## src/rtl/tlidx_pkg.sv

```systemverilog
`default_nettype none

package tlidx_pkg;

    // field widths
    localparam int OFFSET_W = 48;
    localparam int NEXT_W   = 49;
    localparam int LEN_W    = 31;
    localparam int UNIT_W   = 32;
    localparam int CFG_W    = 48;
    localparam int CFG_IDX_W = 2;

    // register indexes
    localparam logic [CFG_IDX_W-1:0] REG_CODE_UNIT_WIDTH = 2'd0;
    localparam logic [CFG_IDX_W-1:0] REG_NEWLINE_LANE    = 2'd1;
    localparam logic [CFG_IDX_W-1:0] REG_START_OFFSET    = 2'd2;

    // input commands
    localparam logic CMD_CODE_UNIT = 1'b0;
    localparam logic CMD_END       = 1'b1;

    // characters tested in the selected lane
    localparam logic [7:0] CH_NL  = 8'h0A;
    localparam logic [7:0] CH_TAB = 8'h09;

    // saturation limit of lengths and added spaces
    localparam logic [LEN_W-1:0] LEN_MAX = '1;

    typedef struct packed {
        logic              cmd;
        logic [UNIT_W-1:0] code_unit;
        logic [OFFSET_W-1:0] total_size;
    } item_t;

    typedef struct packed {
        logic [NEXT_W-1:0] next_line_offset;
        logic [LEN_W-1:0]  line_length;
        logic [LEN_W-1:0]  peak_length;
        logic              fake_final;
    } result_t;

endpackage

`default_nettype wire

```

## src/rtl/tlidx_core.sv

```systemverilog
`default_nettype none

module tlidx_core #(
    parameter int TAB_STOP = 8
) (
    input  logic                             clk,
    input  logic                             rst_n,
    input  logic                             cfg_we,
    input  logic [tlidx_pkg::CFG_IDX_W-1:0]  cfg_index,
    input  logic [tlidx_pkg::CFG_W-1:0]      cfg_data,
    input  logic                             accept,
    input  tlidx_pkg::item_t                 item,
    output logic                             res_valid,
    output tlidx_pkg::result_t               res
);
    import tlidx_pkg::*;

    // column bookkeeping is kept modulo the tab stop
    localparam int MW    = (TAB_STOP > 1) ? $clog2(TAB_STOP) : 1;
    localparam int SW    = $clog2(TAB_STOP + 7);
    localparam int STEPS = (TAB_STOP + 6) / TAB_STOP;
    localparam logic [MW-1:0] TAB_LAST = MW'(TAB_STOP - 1);
    localparam int SAT_MOD_INT = int'({1'b0, LEN_MAX}) % TAB_STOP;
    localparam logic [MW-1:0] SAT_MOD = MW'(SAT_MOD_INT);

    logic [2:0]          cuw_reg;
    logic [1:0]          lane_reg;
    logic [OFFSET_W-1:0] start_reg;

    logic                started_reg, started_next;
    logic [OFFSET_W-1:0] byte_offset_reg, byte_offset_next;
    logic [OFFSET_W-1:0] line_start_reg, line_start_next;
    logic [OFFSET_W-1:0] span_reg, span_next;
    logic [MW-1:0]       span_mod_reg, span_mod_next;
    logic [LEN_W-1:0]    extra_reg, extra_next;
    logic [MW-1:0]       extra_mod_reg, extra_mod_next;
    logic [LEN_W-1:0]    max_reg, max_next;

    logic [2:0]          width;
    logic [OFFSET_W-1:0] bo;
    logic [OFFSET_W-1:0] ls;
    logic [7:0]          ch;
    logic [NEXT_W-1:0]   next_off;
    logic [OFFSET_W:0]   len_sum;
    logic [LEN_W-1:0]    len;
    logic [MW:0]         col_sum;
    logic [MW-1:0]       col;
    logic [MW-1:0]       add;
    logic [LEN_W:0]      ext_sum;
    logic [SW-1:0]       adv;

    // configuration writes
    always_ff @(posedge clk or negedge rst_n)
    begin
        if (!rst_n)
        begin
            cuw_reg   <= 3'd1;
            lane_reg  <= 2'd0;
            start_reg <= '0;
        end
        else if (cfg_we)
        begin
            unique case (cfg_index)
                REG_CODE_UNIT_WIDTH: cuw_reg   <= cfg_data[2:0];
                REG_NEWLINE_LANE:    lane_reg  <= cfg_data[1:0];
                REG_START_OFFSET:    start_reg <= cfg_data[OFFSET_W-1:0];
                default:             ;
            endcase
        end
    end

    // operands of the current transaction
    always_comb
    begin
        width    = (cuw_reg == 3'd0) ? 3'd1 : cuw_reg;
        bo       = started_reg ? byte_offset_reg : start_reg;
        ls       = started_reg ? line_start_reg : start_reg;
        ch       = item.code_unit[{lane_reg, 3'b000} +: 8];
        next_off = {1'b0, bo} + NEXT_W'(width);
        len_sum  = {1'b0, span_reg} + (OFFSET_W + 1)'(extra_reg);
        len      = (len_sum > (OFFSET_W + 1)'(LEN_MAX)) ? LEN_MAX : len_sum[LEN_W-1:0];
        col_sum  = {1'b0, span_mod_reg} + {1'b0, extra_mod_reg};
        col      = (col_sum >= (MW + 1)'(TAB_STOP)) ?
                   MW'(col_sum - (MW + 1)'(TAB_STOP)) : col_sum[MW-1:0];
        add      = TAB_LAST - col;
        ext_sum  = {1'b0, extra_reg} + (LEN_W + 1)'(add);
    end

    // span modulo the tab stop after this code unit
    always_comb
    begin
        adv = SW'(span_mod_reg) + SW'(width);
        for (int i = 0; i < STEPS; i++)
        begin
            if (adv >= SW'(TAB_STOP))
                adv = adv - SW'(TAB_STOP);
        end
    end

    // state update and result
    always_comb
    begin
        started_next     = started_reg;
        byte_offset_next = byte_offset_reg;
        line_start_next  = line_start_reg;
        span_next        = span_reg;
        span_mod_next    = span_mod_reg;
        extra_next       = extra_reg;
        extra_mod_next   = extra_mod_reg;
        max_next         = max_reg;
        res_valid        = 1'b0;
        res.next_line_offset = next_off;
        res.line_length      = len;
        res.peak_length      = max_reg;
        res.fake_final       = 1'b0;

        if (accept)
        begin
            started_next     = 1'b1;
            byte_offset_next = bo;
            line_start_next  = ls;
            if (item.cmd == CMD_END)
            begin
                res.next_line_offset = NEXT_W'(item.total_size) + NEXT_W'(1);
                res.line_length      = '0;
                res.fake_final       = 1'b1;
                res_valid            = (item.total_size > ls);
            end
            else
            begin
                byte_offset_next = next_off[OFFSET_W-1:0];
                span_next        = span_reg + OFFSET_W'(width);
                span_mod_next    = MW'(adv);
                if (ch == CH_NL)
                begin
                    max_next        = (len > max_reg) ? len : max_reg;
                    res.peak_length = max_next;
                    res_valid       = 1'b1;
                    line_start_next = next_off[OFFSET_W-1:0];
                    span_next       = '0;
                    span_mod_next   = '0;
                    extra_next      = '0;
                    extra_mod_next  = '0;
                end
                else if (ch == CH_TAB)
                begin
                    if (ext_sum > (LEN_W + 1)'(LEN_MAX))
                    begin
                        extra_next     = LEN_MAX;
                        extra_mod_next = SAT_MOD;
                    end
                    else
                    begin
                        extra_next     = ext_sum[LEN_W-1:0];
                        extra_mod_next = TAB_LAST - span_mod_reg;
                    end
                end
            end
        end
    end

    always_ff @(posedge clk or negedge rst_n)
    begin
        if (!rst_n)
        begin
            started_reg     <= 1'b0;
            byte_offset_reg <= '0;
            line_start_reg  <= '0;
            span_reg        <= '0;
            span_mod_reg    <= '0;
            extra_reg       <= '0;
            extra_mod_reg   <= '0;
            max_reg         <= '0;
        end
        else
        begin
            started_reg     <= started_next;
            byte_offset_reg <= byte_offset_next;
            line_start_reg  <= line_start_next;
            span_reg        <= span_next;
            span_mod_reg    <= span_mod_next;
            extra_reg       <= extra_next;
            extra_mod_reg   <= extra_mod_next;
            max_reg         <= max_next;
        end
    end

endmodule

`default_nettype wire

```

## src/rtl/text_line_indexer_tab_expand_top.sv

```systemverilog
// channel   signals                                 direction
// item      item_valid, item_stall, item            in  (code unit or end of stream)
// result    result_valid, result_stall, result      out (line entry)
// config    cfg_we, cfg_index, cfg_data             in  (write only)
//
// one transaction per cycle in while item_stall is low; each result is registered in the output stage
// the rate is set by the combinational state update in the core
// results pass a two-entry output stage; item_stall rises only when both hold
// asynchronous active-low reset; start_offset loads on the first item after reset
`default_nettype none

module text_line_indexer_tab_expand_top #(
    parameter int TAB_STOP = 8
) (
    input  logic                             clk,
    input  logic                             rst_n,
    input  logic                             cfg_we,
    input  logic [tlidx_pkg::CFG_IDX_W-1:0]  cfg_index,
    input  logic [tlidx_pkg::CFG_W-1:0]      cfg_data,
    input  logic                             item_valid,
    output logic                             item_stall,
    input  tlidx_pkg::item_t                 item,
    output logic                             result_valid,
    input  logic                             result_stall,
    output tlidx_pkg::result_t               result
);
    import tlidx_pkg::*;

    logic    accept;
    logic    res_valid;
    result_t res;

    logic    out_valid_reg, out_valid_next;
    result_t out_data_reg, out_data_next;
    logic    skid_valid_reg, skid_valid_next;
    result_t skid_data_reg, skid_data_next;
    logic    out_free;

    assign item_stall   = skid_valid_reg;
    assign accept       = item_valid && !skid_valid_reg;
    assign result_valid = out_valid_reg;
    assign result       = out_data_reg;

    tlidx_core #(
        .TAB_STOP (TAB_STOP)
    ) u_core (
        .clk       (clk),
        .rst_n     (rst_n),
        .cfg_we    (cfg_we),
        .cfg_index (cfg_index),
        .cfg_data  (cfg_data),
        .accept    (accept),
        .item      (item),
        .res_valid (res_valid),
        .res       (res)
    );

    // output register with skid entry
    always_comb
    begin
        out_free        = !out_valid_reg || !result_stall;
        out_valid_next  = out_valid_reg;
        out_data_next   = out_data_reg;
        skid_valid_next = skid_valid_reg;
        skid_data_next  = skid_data_reg;
        if (out_free)
        begin
            if (skid_valid_reg)
            begin
                out_valid_next  = 1'b1;
                out_data_next   = skid_data_reg;
                skid_valid_next = 1'b0;
            end
            else
            begin
                out_valid_next = res_valid;
                out_data_next  = res;
            end
        end
        else if (res_valid)
        begin
            skid_valid_next = 1'b1;
            skid_data_next  = res;
        end
    end

    always_ff @(posedge clk or negedge rst_n)
    begin
        if (!rst_n)
        begin
            out_valid_reg  <= 1'b0;
            skid_valid_reg <= 1'b0;
        end
        else
        begin
            out_valid_reg  <= out_valid_next;
            skid_valid_reg <= skid_valid_next;
        end
    end

    always_ff @(posedge clk)
    begin
        out_data_reg  <= out_data_next;
        skid_data_reg <= skid_data_next;
    end

endmodule

`default_nettype wire

```

## config.mk

```make
export PLATFORM = sky130hd
export DESIGN_NAME = text_line_indexer_tab_expand_top
export DESIGN_NICKNAME = d
export VERILOG_FILES = /design/src/rtl/tlidx_pkg.sv /design/src/rtl/tlidx_core.sv /design/src/rtl/text_line_indexer_tab_expand_top.sv
export SDC_FILE = /design/constraint.sdc
export NUM_CORES = 1
export LEC_CHECK = 0
export BUFFER_PORTS_ARGS = -buffer_cell sky130_fd_sc_hd__buf_2
export CORE_MARGIN = 1.5
export CORE_UTILIZATION = 55
export DETAILED_ROUTE_END_ITERATION = 16
export PLACE_DENSITY = 0.75
export SYNTH_ARGS = -nofsm -noshare
export SYNTH_HDL_FRONTEND = slang
export SYNTH_HIERARCHICAL = 1
export SYNTH_SLANG_ARGS = --single-unit
```

## constraint.sdc

```tcl
create_clock -name clk -period 8.1 [get_ports clk]
set_input_delay 0.405 -clock clk [delete_from_list [all_inputs] [get_ports clk]]
set_output_delay 0.405 -clock clk [all_outputs]
set_load 0.1 [all_outputs]
```

Yosys cells after proc, flatten, opt, wreduce, memory -nomap -nowiden
Index checks and enable logic that the tools add are counted.
{"block": "word_totals", "ff_bits": 492, "input_bits": 136, "wordCells": 90, "output_inout_bits": 114}
{"block": "op_classes", "bitwise": 2, "order_cmp": 6, "shifts": 1, "reduce_logical": 15, "add_sub_neg": 11, "n_mux": 30, "n_eq_ne": 4}
{"cell": "$mux 48", "n": 6}
{"cell": "$mux 112", "n": 2}
{"cell": "$mux 31", "n": 7}
{"cell": "$mux 80", "n": 1}
{"cell": "$add 48x1->49 const B", "n": 1}
{"cell": "$add 48x3->49", "n": 1}
{"cell": "$add 48x31->49", "n": 1}
{"cell": "$gt 49x31->1 const B", "n": 1}
{"cell": "$add 48x3->48", "n": 1}
{"cell": "$gt 48x48->1", "n": 1}
{"cell": "$add 31x3->32", "n": 1}
{"cell": "$gt 32x31->1 const B", "n": 1}
{"cell": "$shiftx 32x6->8", "n": 1}
{"cell": "$gt 31x31->1", "n": 1}
{"cell": "$mux 3", "n": 7}
{"cell": "$eq 8x4->1 const B", "n": 2}
{"cell": "$reduce_and 2->1", "n": 5}
{"cell": "$add 3x3->4", "n": 2}
{"cell": "$ge 4x4->1 const B", "n": 2}
{"cell": "$mux 1", "n": 7}
{"cell": "$sub 3x1->3 const B", "n": 2}
{"cell": "$sub 3x3->3 const A", "n": 2}
{"cell": "$reduce_bool 2->1", "n": 2}
{"cell": "$logic_not 1->1", "n": 3}
{"cell": "8 further kinds", "n": 9}

Longest topological paths before layout
{"block": "depth", "ltp_word": 9, "ltp_mapped": 26, "depth_no_buf": 23}

By module
Netlist, hierarchy kept.
{"module": "tlidx_core", "cells_per_inst": 2495, "area_per_inst_um2": 20970.1, "instances": 1}
{"module": "text_line_indexer_tab_expand_top", "cells_per_inst": 356, "area_per_inst_um2": 8358.0, "instances": 1}

Least setup slack after synthesis
OpenSTA, ideal clock, no wires.
{"block": "synth_path", "kind": "reg2reg", "from": "register u_core.started_reg", "to": "register skid_data_reg[0] (netlist name) (enable)", "setup_time_ns": 0.485, "n_path_buf": 9, "path_slack_ns": 1.304, "arrival_time_ns": 6.311, "required_time_ns": 7.615, "stages_incl_launch_ff": 19, "cell_sequence": "dfrtp_1 -> buf_4 -> buf_2 -> buf_2 -> buf_2 -> buf_2 -> buf_2 -> buf_1 -> clkbuf_1 -> clkbuf_1 -> a21oi_1 -> ha_1 -> a21o_1 -> a21o_1 -> a21oi_1 -> o22ai_1 -> o31ai_1 -> a21oi_1 -> and3_1"}
{"block": "synth_via", "elab_chain_cells": 5}
{"element": "from (decl)", "line_no": "tlidx_core.sv:30", "text": "logic started_reg, started_next;"}
{"element": "from (signal assigned)", "line_no": "tlidx_core.sv:177", "text": "started_reg <= started_next;"}
{"element": "$mux 48", "line_no": "tlidx_core.sv:77", "text": "ls = started_reg ? line_start_reg : start_reg;"}
{"element": "$gt 48x48->1", "line_no": "tlidx_core.sv:127", "text": "res_valid = (item.total_size > ls);"}
{"element": "$mux 1", "line_no": "tlidx_core.sv:122", "text": "if (item.cmd == CMD_END)"}
{"element": "$mux 1", "line_no": "tlidx_core.sv:117", "text": "if (accept)"}
{"element": "net res_valid", "line_no": "text_line_indexer_tab_expand_top.sv:30", "text": "logic res_valid;"}
{"element": "$reduce_and 2->1 (no line)"}
{"element": "to (signal assigned)", "line_no": "text_line_indexer_tab_expand_top.sv:104", "text": "skid_data_reg <= skid_data_next;"}
{"element": "to (decl)", "line_no": "text_line_indexer_tab_expand_top.sv:36", "text": "result_t skid_data_reg, skid_data_next;"}
The timed path passes the listed nets, and every way through them passes these cells.
A chain may end at the register's enable or synchronous reset.

==> metrics <==
clock buffer depth 3; Tmin final around 6.9 ns; I/O Pins 250; Worst Hold Class in2reg; Setup Crit Path Kind reg2reg; Top FF cell, synth dfrtp_1; post-synthesis register bit count 492; clock slew at reported path FFs 0.06 ns; Iteration-0 DRC Markers 2235; Storage cell area 13400 um^2; Slew Viols, Final 0; Commonest cells post-synth dfrtp_1 (267), nand2_1 (233), edfxtp_1 (224), a21oi_1 (205), nor2_1 (194); # resized after CTS 0; post-synthesis instance total 2851; DR WL/cell 21.4 um; largest area contributor in the netlist edfxtp_1; Synth area leaders edfxtp_1 (23%), dfrtp_1 (23%), mux2_2 (6.4%); routability cong. approximately 0.98; Layout fillers 4245; Async S/R FF share, synth 0.545; antenna violations before repair 3; Rel. slew slack 0.177; Worst IR Drop VDD approximately 0.30 mV; PwrDens 294 nW/um^2; placed insts between 3000 and 4000; Least-Margin Pin Slew between 1 and 1.5 ns; Critical Path Source Type flop; DP HPWL 59.3 mm; CTS H-tree depth 2; most frequent cell after synthesis dfrtp_1; Worst Setup End Kind flop; Tcrit/Tclk final 0.851; Syn. warnings 6; post-route setup TNS 0 ns; CTS Buf Count 51; Final Hold Fails 0; count of cell types in the netlist 80; maximum clock frequency 145 MHz; Detailed Routing Iterations Pass 1 6; top-area cell type share of the netlist area 0.229; nets@finish 3294; Mapped Nets approximately 3100; CTS tree done; critical path data arrival time 7.25 ns; CP Data Required Time around 8.5 ns; fin cells 3762; # setup viols final 0; Post-DRT Antenna Nets 0; Core ar. between 50000 and 60000 um^2; highest fanout seen on the critical path 47; share of post-route cells with drive strength above 1 0.198; Syn Area/Cell roughly 10 um^2; num rows 84; initial core utilization 0.557; CTS sink cnt 492; setup repair bufs after CTS 0; GRT Overall Usage 0.291; WL final 80.4 mm; unrepaired setup endpoints after global routing false; worst-skew pair later-pin latency 0.62 ns; Netlist Area Pre-Place 29300 um^2; # port buffers 249; Die Span Y 234 um; first-pass GRT wire length 125 mm; Hold-fix buffers, CTS 6; Post-synth EDFFs roughly 220; Max-Cap Viols 0; P_leak 0.0140 uW; CTS root buf clkbuf_16; largest net degree at the start of global routing 98; vias after detailed routing 23300; status finished, final reports clean; Die Wd 234 um; register area share after synthesis 0.458; area of the multi-input gates 14900 um^2; grt ovf 0; Final Skew 0.0324 ns; vias in the first global route around 23000; Vias/cell 6.20; die area 54700 um^2; Remaining DRCs 0; P&R area growth vs syn 11.9%
[report_power, final]
group / internal (uW) / switching, uW / leakage [uW] / total [uW]
clock: 1350 / 1020 / 0.000810 / 2370
sequential: 3220 / 352 / 0.00571 / 3580
combinational: 1100 / 2620 / 0.00746 / 3710
[kinds of logic (layout without fill, tap and decap cells)]
group / count (synthesis) / after routing / synth area share
fa+ha+maj: 128 / 128 / 0.0561
buf+inv: 238 / 459 / 0.0341
other cells: 0 / 2 / 0
simple gates: 848 / 848 / 0.142
xor+xnor: 194 / 194 / 0.0579
flops: 492 / 492 / 0.458
mux: 290 / 290 / 0.115
compound gates: 661 / 661 / 0.136
[final timing paths]
check,to,startpoint,slack (ns),cells after the start
setup / recovery,result[20],u_core/extra_reg[6],1.21,19
hold / removal,u_core/start_reg[21],cfg_data[21],0.02,2
setup reg to reg,result[20],u_core/extra_reg[6],1.21,19
hold reg to reg,u_core/line_start_reg[23],u_core/line_start_reg[23],0.49,2
max in group asynchronous,u_core/started_reg,rst_n,6.31,3
min in group asynchronous,u_core/span_reg[32],rst_n,0.30,2
[layer usage]
metal,part of all wire,vias up,track usage
met5,0,-,0
met4,0.039,0,0.124
met3,0.057,175,0.0367
met2,0.48,862,0.487
met1,0.42,11500,0.381
li1,-,10800,-
[placed cells by master (no fill, tap or decap), types with 11 or more instances in the layout]
cell type	n
a22o_1	11
a41oi_1	32
xor2_1	91
o21a_1	16
nor4_1	23
buf_4	31
inv_1	74
edfxtp_1	224
nand4_1	59
clkbuf_16	51
nand2b_1	12
buf_2	248
nand2_1	232
xnor2_1	103
or3_1	21
and2_1	13
mux2i_1	74
and3_1	35
a21o_1	48
nand3_1	106
a21oi_1	205
mux2_2	167
clkbuf_1	12
o22ai_1	32
mux2_4	47
o21ai_0	192
nor3_1	44
nand3b_1	13
ha_1	122
nor2b_1	49
and4_1	11
a31oi_1	44
dfrtp_1	265
nor2_1	193
[final cells by class]
cell class              count  area share
well taps                 688      0.0262
flip-flops and latches    492       0.410
diodes                      2    0.000153
multi-input cells        2121       0.455
inverters                  76     0.00870
clock buffers              68      0.0424
repair buffers            288      0.0484
clock inverters            27     0.00892
[through the flow]
step           worst slack (ns)  hold WS [ns]  power (uW)  area (um^2)   util
2_1_floorplan              1.30         0.109        6460        29300      -
3_3_place_gp               1.55         0.364        7170        31100  0.590
3_5_place_dp               1.27         0.369        7300        31100  0.590
4_1_cts                    1.22      0.000411        9690        32800  0.623
5_1_grt                   0.709       0.00587       10100        32800  0.623
6_report                   1.21        0.0245        9650        32800  0.623
[critical path: stages, from the launching register on]
cell and delay [ns]:
dfrtp_1 0.45, ha_1 0.40, nand2_1 0.12, o31a_1 0.38, o41a_1 0.46, o21ai_0 0.41, nand2_1 0.16, a2111oi_0 0.42
o21a_2 0.72, nand3_1 0.16, ha_1 0.36, a21o_1 0.13, a21o_1 0.10, a21oi_1 0.06, o21ai_0 0.34, o2111ai_1 0.26
a31oi_4 0.68, buf_4 0.45, a41oi_1 0.24, mux2_2 0.33
Note: power is estimated with default switching activity, not from simulation.
